==> src/sv/ctt_pkg.sv <==
package ctt_pkg;

    localparam int NUM_TIMERS = 16;
    localparam int TIME_WIDTH = 32;

    localparam int FIELD_TIME_W = 32;
    localparam int TAG_W        = 16;

    localparam int IDX_W = (NUM_TIMERS > 1) ? $clog2(NUM_TIMERS) : 1;
    localparam int CNT_W = $clog2(NUM_TIMERS + 1);

    typedef logic [TIME_WIDTH-1:0] time_t;

    localparam logic KIND_ADD  = 1'b0;
    localparam logic KIND_TICK = 1'b1;

    localparam logic EV_ACK  = 1'b0;
    localparam logic EV_FIRE = 1'b1;

    localparam logic STAT_ACCEPTED = 1'b0;
    localparam logic STAT_FULL     = 1'b1;

    typedef enum logic [2:0] {
        ST_IDLE,
        ST_ADD,
        ST_TICK_START,
        ST_TICK_PROC,
        ST_TICK_END
    } ctt_state_t;

    typedef struct packed {
        time_t            period;
        time_t            elapsed;
        logic             rep;
        logic [TAG_W-1:0] tag;
    } entry_t;

    typedef struct packed {
        logic             event_res;
        logic [TAG_W-1:0] fired_tag;
        logic             status;
        logic             last;
    } rsp_t;

    typedef struct packed {
        logic latch;
        logic add_commit;
        logic tick_init;
        logic proc_step;
        logic tick_finish;
    } ctt_cmd_t;

    typedef struct packed {
        logic out_free;
        logic fire;
        logic pend_valid;
        logic rd_last;
        logic count_zero;
    } ctt_stat_t;

    // Mask or zero-extend a port time field to the internal time width.
    function automatic time_t to_time(logic [FIELD_TIME_W-1:0] x);
        logic [63:0] w;
        w = {{(64-FIELD_TIME_W){1'b0}}, x};
        return w[TIME_WIDTH-1:0];
    endfunction

endpackage

==> src/sv/ctt_ifs.sv <==
interface ctt_req_if
    import ctt_pkg::*;
();
    logic                    valid;
    logic                    ready;
    logic                    kind;
    logic [FIELD_TIME_W-1:0] delta;
    logic [FIELD_TIME_W-1:0] period;
    logic                    repeat_req;
    logic [TAG_W-1:0]        tag;

    modport source (output valid, kind, delta, period, repeat_req, tag, input ready);
    modport sink   (input valid, kind, delta, period, repeat_req, tag, output ready);
endinterface

interface ctt_rsp_if
    import ctt_pkg::*;
();
    logic             valid;
    logic             ready;
    logic             event_res;
    logic [TAG_W-1:0] fired_tag;
    logic             status;
    logic             last;

    modport source (output valid, event_res, fired_tag, status, last, input ready);
    modport sink   (input valid, event_res, fired_tag, status, last, output ready);
endinterface

==> src/sv/ctt_ctrl.sv <==
module ctt_ctrl
    import ctt_pkg::*;
(
    input  logic      clk,
    input  logic      rst_n,
    input  logic      req_valid,
    input  logic      req_kind,
    output logic      req_ready,
    input  ctt_stat_t stat,
    output ctt_cmd_t  cmd
);

    ctt_state_t state_reg, state_next;

    always_ff @(posedge clk or negedge rst_n)
    begin
        if (!rst_n)
        begin
            state_reg <= ST_IDLE;
        end
        else
        begin
            state_reg <= state_next;
        end
    end

    always_comb
    begin
        state_next = state_reg;
        cmd        = '0;
        req_ready  = 1'b0;
        unique case (state_reg)
            ST_IDLE:
            begin
                req_ready = 1'b1;
                if (req_valid)
                begin
                    cmd.latch  = 1'b1;
                    state_next = (req_kind == KIND_ADD) ? ST_ADD : ST_TICK_START;
                end
            end
            ST_ADD:
            begin
                if (stat.out_free)
                begin
                    cmd.add_commit = 1'b1;
                    state_next     = ST_IDLE;
                end
            end
            ST_TICK_START:
            begin
                cmd.tick_init = 1'b1;
                state_next    = stat.count_zero ? ST_IDLE : ST_TICK_PROC;
            end
            ST_TICK_PROC:
            begin
                // hold while a second fire needs the busy output register
                if (!(stat.fire && stat.pend_valid && !stat.out_free))
                begin
                    cmd.proc_step = 1'b1;
                    if (stat.rd_last)
                    begin
                        state_next = ST_TICK_END;
                    end
                end
            end
            ST_TICK_END:
            begin
                if (!stat.pend_valid || stat.out_free)
                begin
                    cmd.tick_finish = 1'b1;
                    state_next      = ST_IDLE;
                end
            end
            default:
            begin
                state_next = ST_IDLE;
            end
        endcase
    end

endmodule

==> src/sv/ctt_dpath.sv <==
module ctt_dpath
    import ctt_pkg::*;
(
    input  logic                    clk,
    input  logic                    rst_n,
    input  ctt_cmd_t                cmd,
    output ctt_stat_t               stat,
    input  logic [FIELD_TIME_W-1:0] in_delta,
    input  logic [FIELD_TIME_W-1:0] in_period,
    input  logic                    in_repeat,
    input  logic [TAG_W-1:0]        in_tag,
    output logic                    out_valid,
    input  logic                    out_ready,
    output rsp_t                    out_data
);

    entry_t mem [NUM_TIMERS];

    logic [CNT_W-1:0] count_reg, count_next;
    logic [CNT_W-1:0] rd_reg, rd_next;
    logic [CNT_W-1:0] wr_reg, wr_next;
    logic [CNT_W-1:0] rd_inc;
    logic             pend_valid_reg, pend_valid_next;
    logic [TAG_W-1:0] pend_tag_reg, pend_tag_next;
    logic             out_valid_reg, out_valid_next;
    rsp_t             out_data_reg, out_data_next;

    time_t            delta_reg;
    time_t            period_reg;
    logic             rep_reg;
    logic [TAG_W-1:0] tag_reg;

    entry_t           rdata_reg;
    logic             rd_en;
    logic [IDX_W-1:0] rd_addr;
    logic             wr_en;
    logic [IDX_W-1:0] wr_addr;
    entry_t           wr_data;

    logic [TIME_WIDTH:0] sum;
    time_t               acc;
    logic                fire;
    logic                keep;
    logic                full;
    logic                out_free;

    assign full     = (count_reg == CNT_W'(NUM_TIMERS));
    assign out_free = !out_valid_reg || out_ready;
    assign rd_inc   = rd_reg + CNT_W'(1);

    // saturating accumulate of the entry under visit
    assign sum  = {1'b0, rdata_reg.elapsed} + {1'b0, delta_reg};
    assign acc  = sum[TIME_WIDTH] ? '1 : sum[TIME_WIDTH-1:0];
    assign fire = (acc >= rdata_reg.period);
    assign keep = !fire || rdata_reg.rep;

    assign stat.out_free   = out_free;
    assign stat.fire       = fire;
    assign stat.pend_valid = pend_valid_reg;
    assign stat.rd_last    = (rd_inc == count_reg);
    assign stat.count_zero = (count_reg == '0);

    assign out_valid = out_valid_reg;
    assign out_data  = out_data_reg;

    always_comb
    begin
        count_next      = count_reg;
        rd_next         = rd_reg;
        wr_next         = wr_reg;
        pend_valid_next = pend_valid_reg;
        pend_tag_next   = pend_tag_reg;
        out_valid_next  = out_valid_reg && !out_ready;
        out_data_next   = out_data_reg;
        rd_en           = 1'b0;
        rd_addr         = '0;
        wr_en           = 1'b0;
        wr_addr         = count_reg[IDX_W-1:0];
        wr_data         = '{period: period_reg, elapsed: '0, rep: rep_reg, tag: tag_reg};

        if (cmd.add_commit)
        begin
            wr_en          = !full;
            count_next     = full ? count_reg : count_reg + CNT_W'(1);
            out_valid_next = 1'b1;
            out_data_next  = '{event_res: EV_ACK, fired_tag: tag_reg,
                               status: full ? STAT_FULL : STAT_ACCEPTED, last: 1'b1};
        end

        if (cmd.tick_init)
        begin
            rd_next         = '0;
            wr_next         = '0;
            pend_valid_next = 1'b0;
            rd_en           = 1'b1;
        end

        if (cmd.proc_step)
        begin
            wr_en   = keep;
            wr_addr = wr_reg[IDX_W-1:0];
            wr_data = '{period: rdata_reg.period, elapsed: fire ? '0 : acc,
                        rep: rdata_reg.rep, tag: rdata_reg.tag};
            if (keep)
            begin
                wr_next = wr_reg + CNT_W'(1);
            end
            // a new fire releases the previous one, which is then not last
            if (fire)
            begin
                if (pend_valid_reg)
                begin
                    out_valid_next = 1'b1;
                    out_data_next  = '{event_res: EV_FIRE, fired_tag: pend_tag_reg,
                                       status: STAT_ACCEPTED, last: 1'b0};
                end
                pend_valid_next = 1'b1;
                pend_tag_next   = rdata_reg.tag;
            end
            rd_next = rd_inc;
            rd_en   = 1'b1;
            rd_addr = rd_inc[IDX_W-1:0];
        end

        if (cmd.tick_finish)
        begin
            count_next = wr_reg;
            if (pend_valid_reg)
            begin
                out_valid_next  = 1'b1;
                out_data_next   = '{event_res: EV_FIRE, fired_tag: pend_tag_reg,
                                    status: STAT_ACCEPTED, last: 1'b1};
                pend_valid_next = 1'b0;
            end
        end
    end

    always_ff @(posedge clk or negedge rst_n)
    begin
        if (!rst_n)
        begin
            count_reg      <= '0;
            rd_reg         <= '0;
            wr_reg         <= '0;
            pend_valid_reg <= 1'b0;
            out_valid_reg  <= 1'b0;
        end
        else
        begin
            count_reg      <= count_next;
            rd_reg         <= rd_next;
            wr_reg         <= wr_next;
            pend_valid_reg <= pend_valid_next;
            out_valid_reg  <= out_valid_next;
        end
    end

    always_ff @(posedge clk)
    begin
        pend_tag_reg <= pend_tag_next;
        out_data_reg <= out_data_next;
        if (cmd.latch)
        begin
            delta_reg  <= to_time(in_delta);
            period_reg <= to_time(in_period);
            rep_reg    <= in_repeat;
            tag_reg    <= in_tag;
        end
    end

    // entry memory: one write and one registered read per cycle
    always_ff @(posedge clk)
    begin
        if (wr_en)
        begin
            mem[wr_addr] <= wr_data;
        end
        if (rd_en)
        begin
            rdata_reg <= mem[rd_addr];
        end
    end

endmodule

==> src/sv/callback_timer_table_unit.sv <==
// Callback timer table: an ordered list of up to NUM_TIMERS timers (period, elapsed
// time, repeat flag, 16-bit tag), times in unsigned Q16.16 held in TIME_WIDTH bits.
// An add request appends a timer and answers with one acknowledgement (status 1 when
// the table is full and the request is dropped). A tick request adds its delta to
// every timer in table order, saturating; each timer whose elapsed time reaches its
// period returns one fire result with its tag, has its elapsed time cleared, and, if
// one-shot, leaves the table, which closes up in insertion order. The last result of
// a request carries last = 1; a tick that fires nothing returns no result. Requests
// are taken one at a time: an add is accepted and then committed, and a tick passes
// through accept, a first entry read, one step per stored timer and a close-out. The
// entry memory, with one registered read and one write per cycle, is visited one
// entry per cycle while the result register can take a fire; a result register that
// is not drained holds the add commit, the walk and the close-out. A finished result
// waits in the output register while the next request is accepted.
module callback_timer_table_unit
    import ctt_pkg::*;
(
    input  logic      clk,
    input  logic      rst_n,
    ctt_req_if.sink   req,
    ctt_rsp_if.source rsp
);

    ctt_cmd_t  cmd;
    ctt_stat_t stat;
    rsp_t      out_data;
    logic      out_valid;

    // sequence one request: add, or a walk over the table
    ctt_ctrl u_ctrl (
        .clk       (clk),
        .rst_n     (rst_n),
        .req_valid (req.valid),
        .req_kind  (req.kind),
        .req_ready (req.ready),
        .stat      (stat),
        .cmd       (cmd)
    );

    // entry memory, accumulate and compare, held fire and result register
    ctt_dpath u_dpath (
        .clk       (clk),
        .rst_n     (rst_n),
        .cmd       (cmd),
        .stat      (stat),
        .in_delta  (req.delta),
        .in_period (req.period),
        .in_repeat (req.repeat_req),
        .in_tag    (req.tag),
        .out_valid (out_valid),
        .out_ready (rsp.ready),
        .out_data  (out_data)
    );

    // drive the result channel from the output register
    assign rsp.valid     = out_valid;
    assign rsp.event_res = out_data.event_res;
    assign rsp.fired_tag = out_data.fired_tag;
    assign rsp.status    = out_data.status;
    assign rsp.last      = out_data.last;

endmodule

==> src/flat_wrapper.sv <==
// flat-port wrapper written by rule: the top's interface ports become plain ports
module callback_timer_table_unit_flat import ctt_pkg::*;
  (clk, rst_n, req_valid, req_kind, req_delta, req_period, req_repeat_req, req_tag, req_ready, rsp_valid, rsp_event_res, rsp_fired_tag, rsp_status, rsp_last, rsp_ready);
  ctt_req_if req_i ();
  ctt_rsp_if rsp_i ();
  input  logic clk;
  input  logic rst_n;
  input wire logic [$bits(req_i.valid)-1:0] req_valid;
  input wire logic [$bits(req_i.kind)-1:0] req_kind;
  input wire logic [$bits(req_i.delta)-1:0] req_delta;
  input wire logic [$bits(req_i.period)-1:0] req_period;
  input wire logic [$bits(req_i.repeat_req)-1:0] req_repeat_req;
  input wire logic [$bits(req_i.tag)-1:0] req_tag;
  output wire logic [$bits(req_i.ready)-1:0] req_ready;
  output wire logic [$bits(rsp_i.valid)-1:0] rsp_valid;
  output wire logic [$bits(rsp_i.event_res)-1:0] rsp_event_res;
  output wire logic [$bits(rsp_i.fired_tag)-1:0] rsp_fired_tag;
  output wire logic [$bits(rsp_i.status)-1:0] rsp_status;
  output wire logic [$bits(rsp_i.last)-1:0] rsp_last;
  input wire logic [$bits(rsp_i.ready)-1:0] rsp_ready;
  assign req_i.valid = req_valid;
  assign req_i.kind = req_kind;
  assign req_i.delta = req_delta;
  assign req_i.period = req_period;
  assign req_i.repeat_req = req_repeat_req;
  assign req_i.tag = req_tag;
  assign req_ready = req_i.ready;
  assign rsp_valid = rsp_i.valid;
  assign rsp_event_res = rsp_i.event_res;
  assign rsp_fired_tag = rsp_i.fired_tag;
  assign rsp_status = rsp_i.status;
  assign rsp_last = rsp_i.last;
  assign rsp_i.ready = rsp_ready;
  callback_timer_table_unit u_core (.clk(clk), .rst_n(rst_n), .req(req_i), .rsp(rsp_i));
endmodule
==> config.mk <==
export PLATFORM = sky130hd
export DESIGN_NAME = callback_timer_table_unit_flat
export DESIGN_NICKNAME = d
export VERILOG_FILES = /design/src/sv/ctt_pkg.sv /design/src/sv/ctt_ifs.sv /design/src/sv/ctt_ctrl.sv /design/src/sv/ctt_dpath.sv /design/src/sv/callback_timer_table_unit.sv /design/src/flat_wrapper.sv
export SDC_FILE = /design/constraint.sdc
export NUM_CORES = 2
export LEC_CHECK = 0
export ABC_AREA = 1
export BUFFER_PORTS_ARGS = -buffer_cell sky130_fd_sc_hd__buf_2
export CORE_ASPECT_RATIO = 0.9
export CORE_MARGIN = 5
export CORE_UTILIZATION = 25
export CTS_CLUSTER_SIZE = 10
export DETAILED_ROUTE_END_ITERATION = 8
export GPL_TIMING_DRIVEN = 0
export PLACE_DENSITY_LB_ADDON = 0.2
export SLEW_MARGIN = 20
export SYNTH_ARGS = -nofsm -noshare
export SYNTH_HDL_FRONTEND = slang
export SYNTH_SLANG_ARGS = --single-unit
==> constraint.sdc <==
create_clock -name clk -period 8.85 [get_ports clk]
set_input_delay 1.77 -clock clk [delete_from_list [all_inputs] [get_ports clk]]
set_output_delay 1.77 -clock clk [all_outputs]
set_load 0.1 [all_outputs]
==> qor.csv <==
stage,metric,value,unit
status,run status,completed,
power,clock network fraction of total power,26.6,%
worst_setup_path,CP arrival,8.11,ns
synth,Syn Std Cell Area,68500,um^2
flow_run,Max Cap Viol,0,
cells_and_area,layout cell share with drive strength beyond 1,10.6,%
clock_tree,CTS Buffer Depth,4,
routing,DRC Markers,0,
sta,pins over their slew limit,0,
clock_tree,CTS hold repair buffers,0,
synth,syn avg cell area,10.4,um^2
power,sequential power share,38.7,%
worst_setup_path,"most used cell, CP",nand2_1,
clock_tree,CTS tree,done,
worst_setup_path,endpoint class of the critical path,flop,
sta,# setup viols final,0,
clock_tree,CTS Buf Count,188,
cells_and_area,final core utilization,29.6,%
power,Gate power share,34.8,%
sta,worst rel slew slack,19.9,%
worst_setup_path,max incr delay on CP,0.72,ns
synth,Yosys warning count,0,
clock_tree,Sink Count,1513,
placement,Port-buffer cells,106,
worst_setup_path,crit start category,flop,
sta,period utilisation layout,85.9,%
die,IO Pins,107,
power,Max IR drop VDD,163,uV
synth,dominant cell type by area after synthesis,edfxtp_1,
sta,Least-Margin Pin Slew,1.20,ns
cells_and_area,"Cell Count, Final, Fillers Out",10700,
power,P_leak,32.6,nW
cells_and_area,Final Cell Area,80800,um^2
clock_tree,later-pin clock latency in the skew report,0.85,ns
sta,setup TNS,0,ns
worst_setup_path,Critical Path RT,9.35,ns
worst_setup_path,Worst path slowest cell,nor2_4,
die,num rows,182,
sta,RSZ-0062 raised after global routing,false,
clock_tree,setup bufs post-CTS,0,
power,switch share,39.0,%
die,initial core utilization,25.1,%
power,internal power,15.7,mW
sta,final hold slack,0.448,ns
global_routing,largest net degree at the start of global routing,36,
power,Pwr Total,25.8,mW
sta,final worst clock skew,0.0718,ns
synth,"Distinct cells, synth",48,
global_routing,vias in the first global route,47800,
synth,Yosys reg bits,1513,
global_routing,All-Layer GR Usage,16.2,%
cells_and_area,"commonest non-fill, non-tap cell in the layout",edfxtp_1,
synth,post-synthesis sequential area ratio,65.9,%
worst_hold_path,WHS Path Cells,2,
cells_and_area,Final Net Count,7156,
routing,Initial DRC Count,4137,
sta,FMAX,132,MHz
placement,global placement routability congestion,0.837,
global_routing,global-route wire length before repair,339,mm
synth,ys flop type,edfxtp_1,
worst_setup_path,R2R depth,31,
placement,DP Cell Count,10400,
sta,Setup WS post-layout,1.25,ns
routing,Vias,48200,
cells_and_area,synthesis-to-layout area growth,18.1,%
worst_hold_path,worst hold path type,flop to flop,
global_routing,grt total ovfl,0,
synth,Syn Inst Count,6613,
clock_tree,clk root buf,clkbuf_16,
die,Die Y,506,um
synth,area share of the largest cell type after synthesis,64.6,%
sta,Final Hold Fails,0,
routing,vias per inst,4.52,
synth,synth top area cells,"edfxtp_1, nand3_1, inv_1, nand2_1, nand4_1",
die,die extent in x,562,um
synth,"EDFF count, synth",1474,
placement,dpl hpwl,172,mm
die,core area,273000,um^2
worst_setup_path,critical path class,flop to flop,
sta,final critical-path required period,7.60,ns
die,Total Die Area,284000,um^2
cells_and_area,max reg flops,1296,
placement,pre-CTS WS,1.11,ns
clock_tree,CTS resizes,0,
synth,asr flop ratio synth,1.32,%
power,PwrDens,319,nW/um^2
global_routing,initial antenna violation count,19,
routing,first drt pass iteration count,6,
routing,final WL,237,mm
cells_and_area,"commonest non-fill, non-tap cells in the layout","edfxtp_1, inv_1, nand2_1",
synth,syn nets,6768,
routing,antenna-violating nets left,0,
routing,DR WL/cell,22.2,um
power,P_sw,10.1,mW
clock_tree,"Reg clk slew, reported paths",0.06,ns
worst_setup_path,crit-path max FO,21,
placement,placed instance area,75600,um^2
clock_tree,Clock H-tree levels,4,
## cell usage after synthesis (4+ instances only)
library cell and count:
buf_4 19, nand4_1 575, edfxtp_1 1474, a21o_1 10, xor2_1 27, xnor2_1 5
inv_1 1107, o21ai_1 21, a21oi_1 51, mux2i_1 18, dfrtp_1 20, nor2_1 775
a31oi_1 6, nand3_1 846, dfxtp_1 19, buf_2 223, buf_1 15, nor3_1 4
clkbuf_1 148, nand2_1 1068, buf_6 8, o21ai_0 56, inv_2 7, ha_1 68
## power groups by stage
| stage | sequential, mW | clock [mW] | combinational [mW] |
|---|---|---|---|
| after floorplan | 10.4 | 0 | 4.63 |
| after CTS | 9.98 | 7.04 | 9.07 |
| after detailed placement | 10.1 | 0 | 9.04 |
| after global placement | 10.4 | 0 | 8.47 |
| final | 9.97 | 6.85 | 8.96 |
| after global routing | 10.0 | 7.32 | 9.73 |
## final cells by class
| class | count | area (um^2) |
|---|---|---|
| buffer | 413 | 1970 |
| clock inverter | 31 | 280 |
| antenna | 7 | 17.5 |
| tap | 3588 | 4490 |
| clock buffer | 237 | 4910 |
| fill | 28200 | 192000 |
| timing repair buffer | 198 | 2390 |
| inverter | 1114 | 4180 |
| multi-input combinational | 3573 | 17500 |
| sequential | 1513 | 45100 |
## worst max-delay path: cells and delay by family (launching register included)
kind / cells / cell delay, ns
AND/OR/NAND/NOR: 19 / 3.55
AO/OA/AOI/OAI: 4 / 0.84
flip-flops: 1 / 0.54
adder cells (fa/ha/maj): 3 / 1.02
buffers and inverters: 5 / 1.20
## layer usage
layer,wire [um],track usage (%)
met5,0,0
met3,11800,2.15
met2,111000,26.8
met1,104000,21.5
met4,9920,6.37
## cells by family after synthesis
logic type,after synthesis,share of synthesized area (%)
compound gates,167,1.36
xor+xnor,32,0.409
fa+ha+maj,69,1.27
buf+inv,1527,8.97
flops,1513,65.9
mux,19,0.280
simple gates,3286,21.8
## final timing paths
check / startpoint / endpoint / slack [ns]
setup reg to reg: u_core.u_dpath.delta_reg[0]$_DFFE_PP_ / u_core.u_dpath.mem[8][41]$_DFFE_PP_ / 1.25
setup / recovery: u_core.u_dpath.delta_reg[0]$_DFFE_PP_ / u_core.u_dpath.mem[8][41]$_DFFE_PP_ / 1.25
min in group asynchronous: rst_n / u_core.u_dpath.count_reg[2]$_DFFE_PN0P_ / 0.92
hold / removal: u_core.u_dpath.pend_tag_reg[10]$_DFFE_PP_ / u_core.u_dpath.out_data[12]$_DFF_P_ / 0.45
hold reg to reg: u_core.u_dpath.pend_tag_reg[10]$_DFFE_PP_ / u_core.u_dpath.out_data[12]$_DFF_P_ / 0.45
max in group asynchronous: rst_n / u_core.u_dpath.wr_reg[0]$_DFF_PN0_ / 7.57
Power figures use the tool's default switching activity.
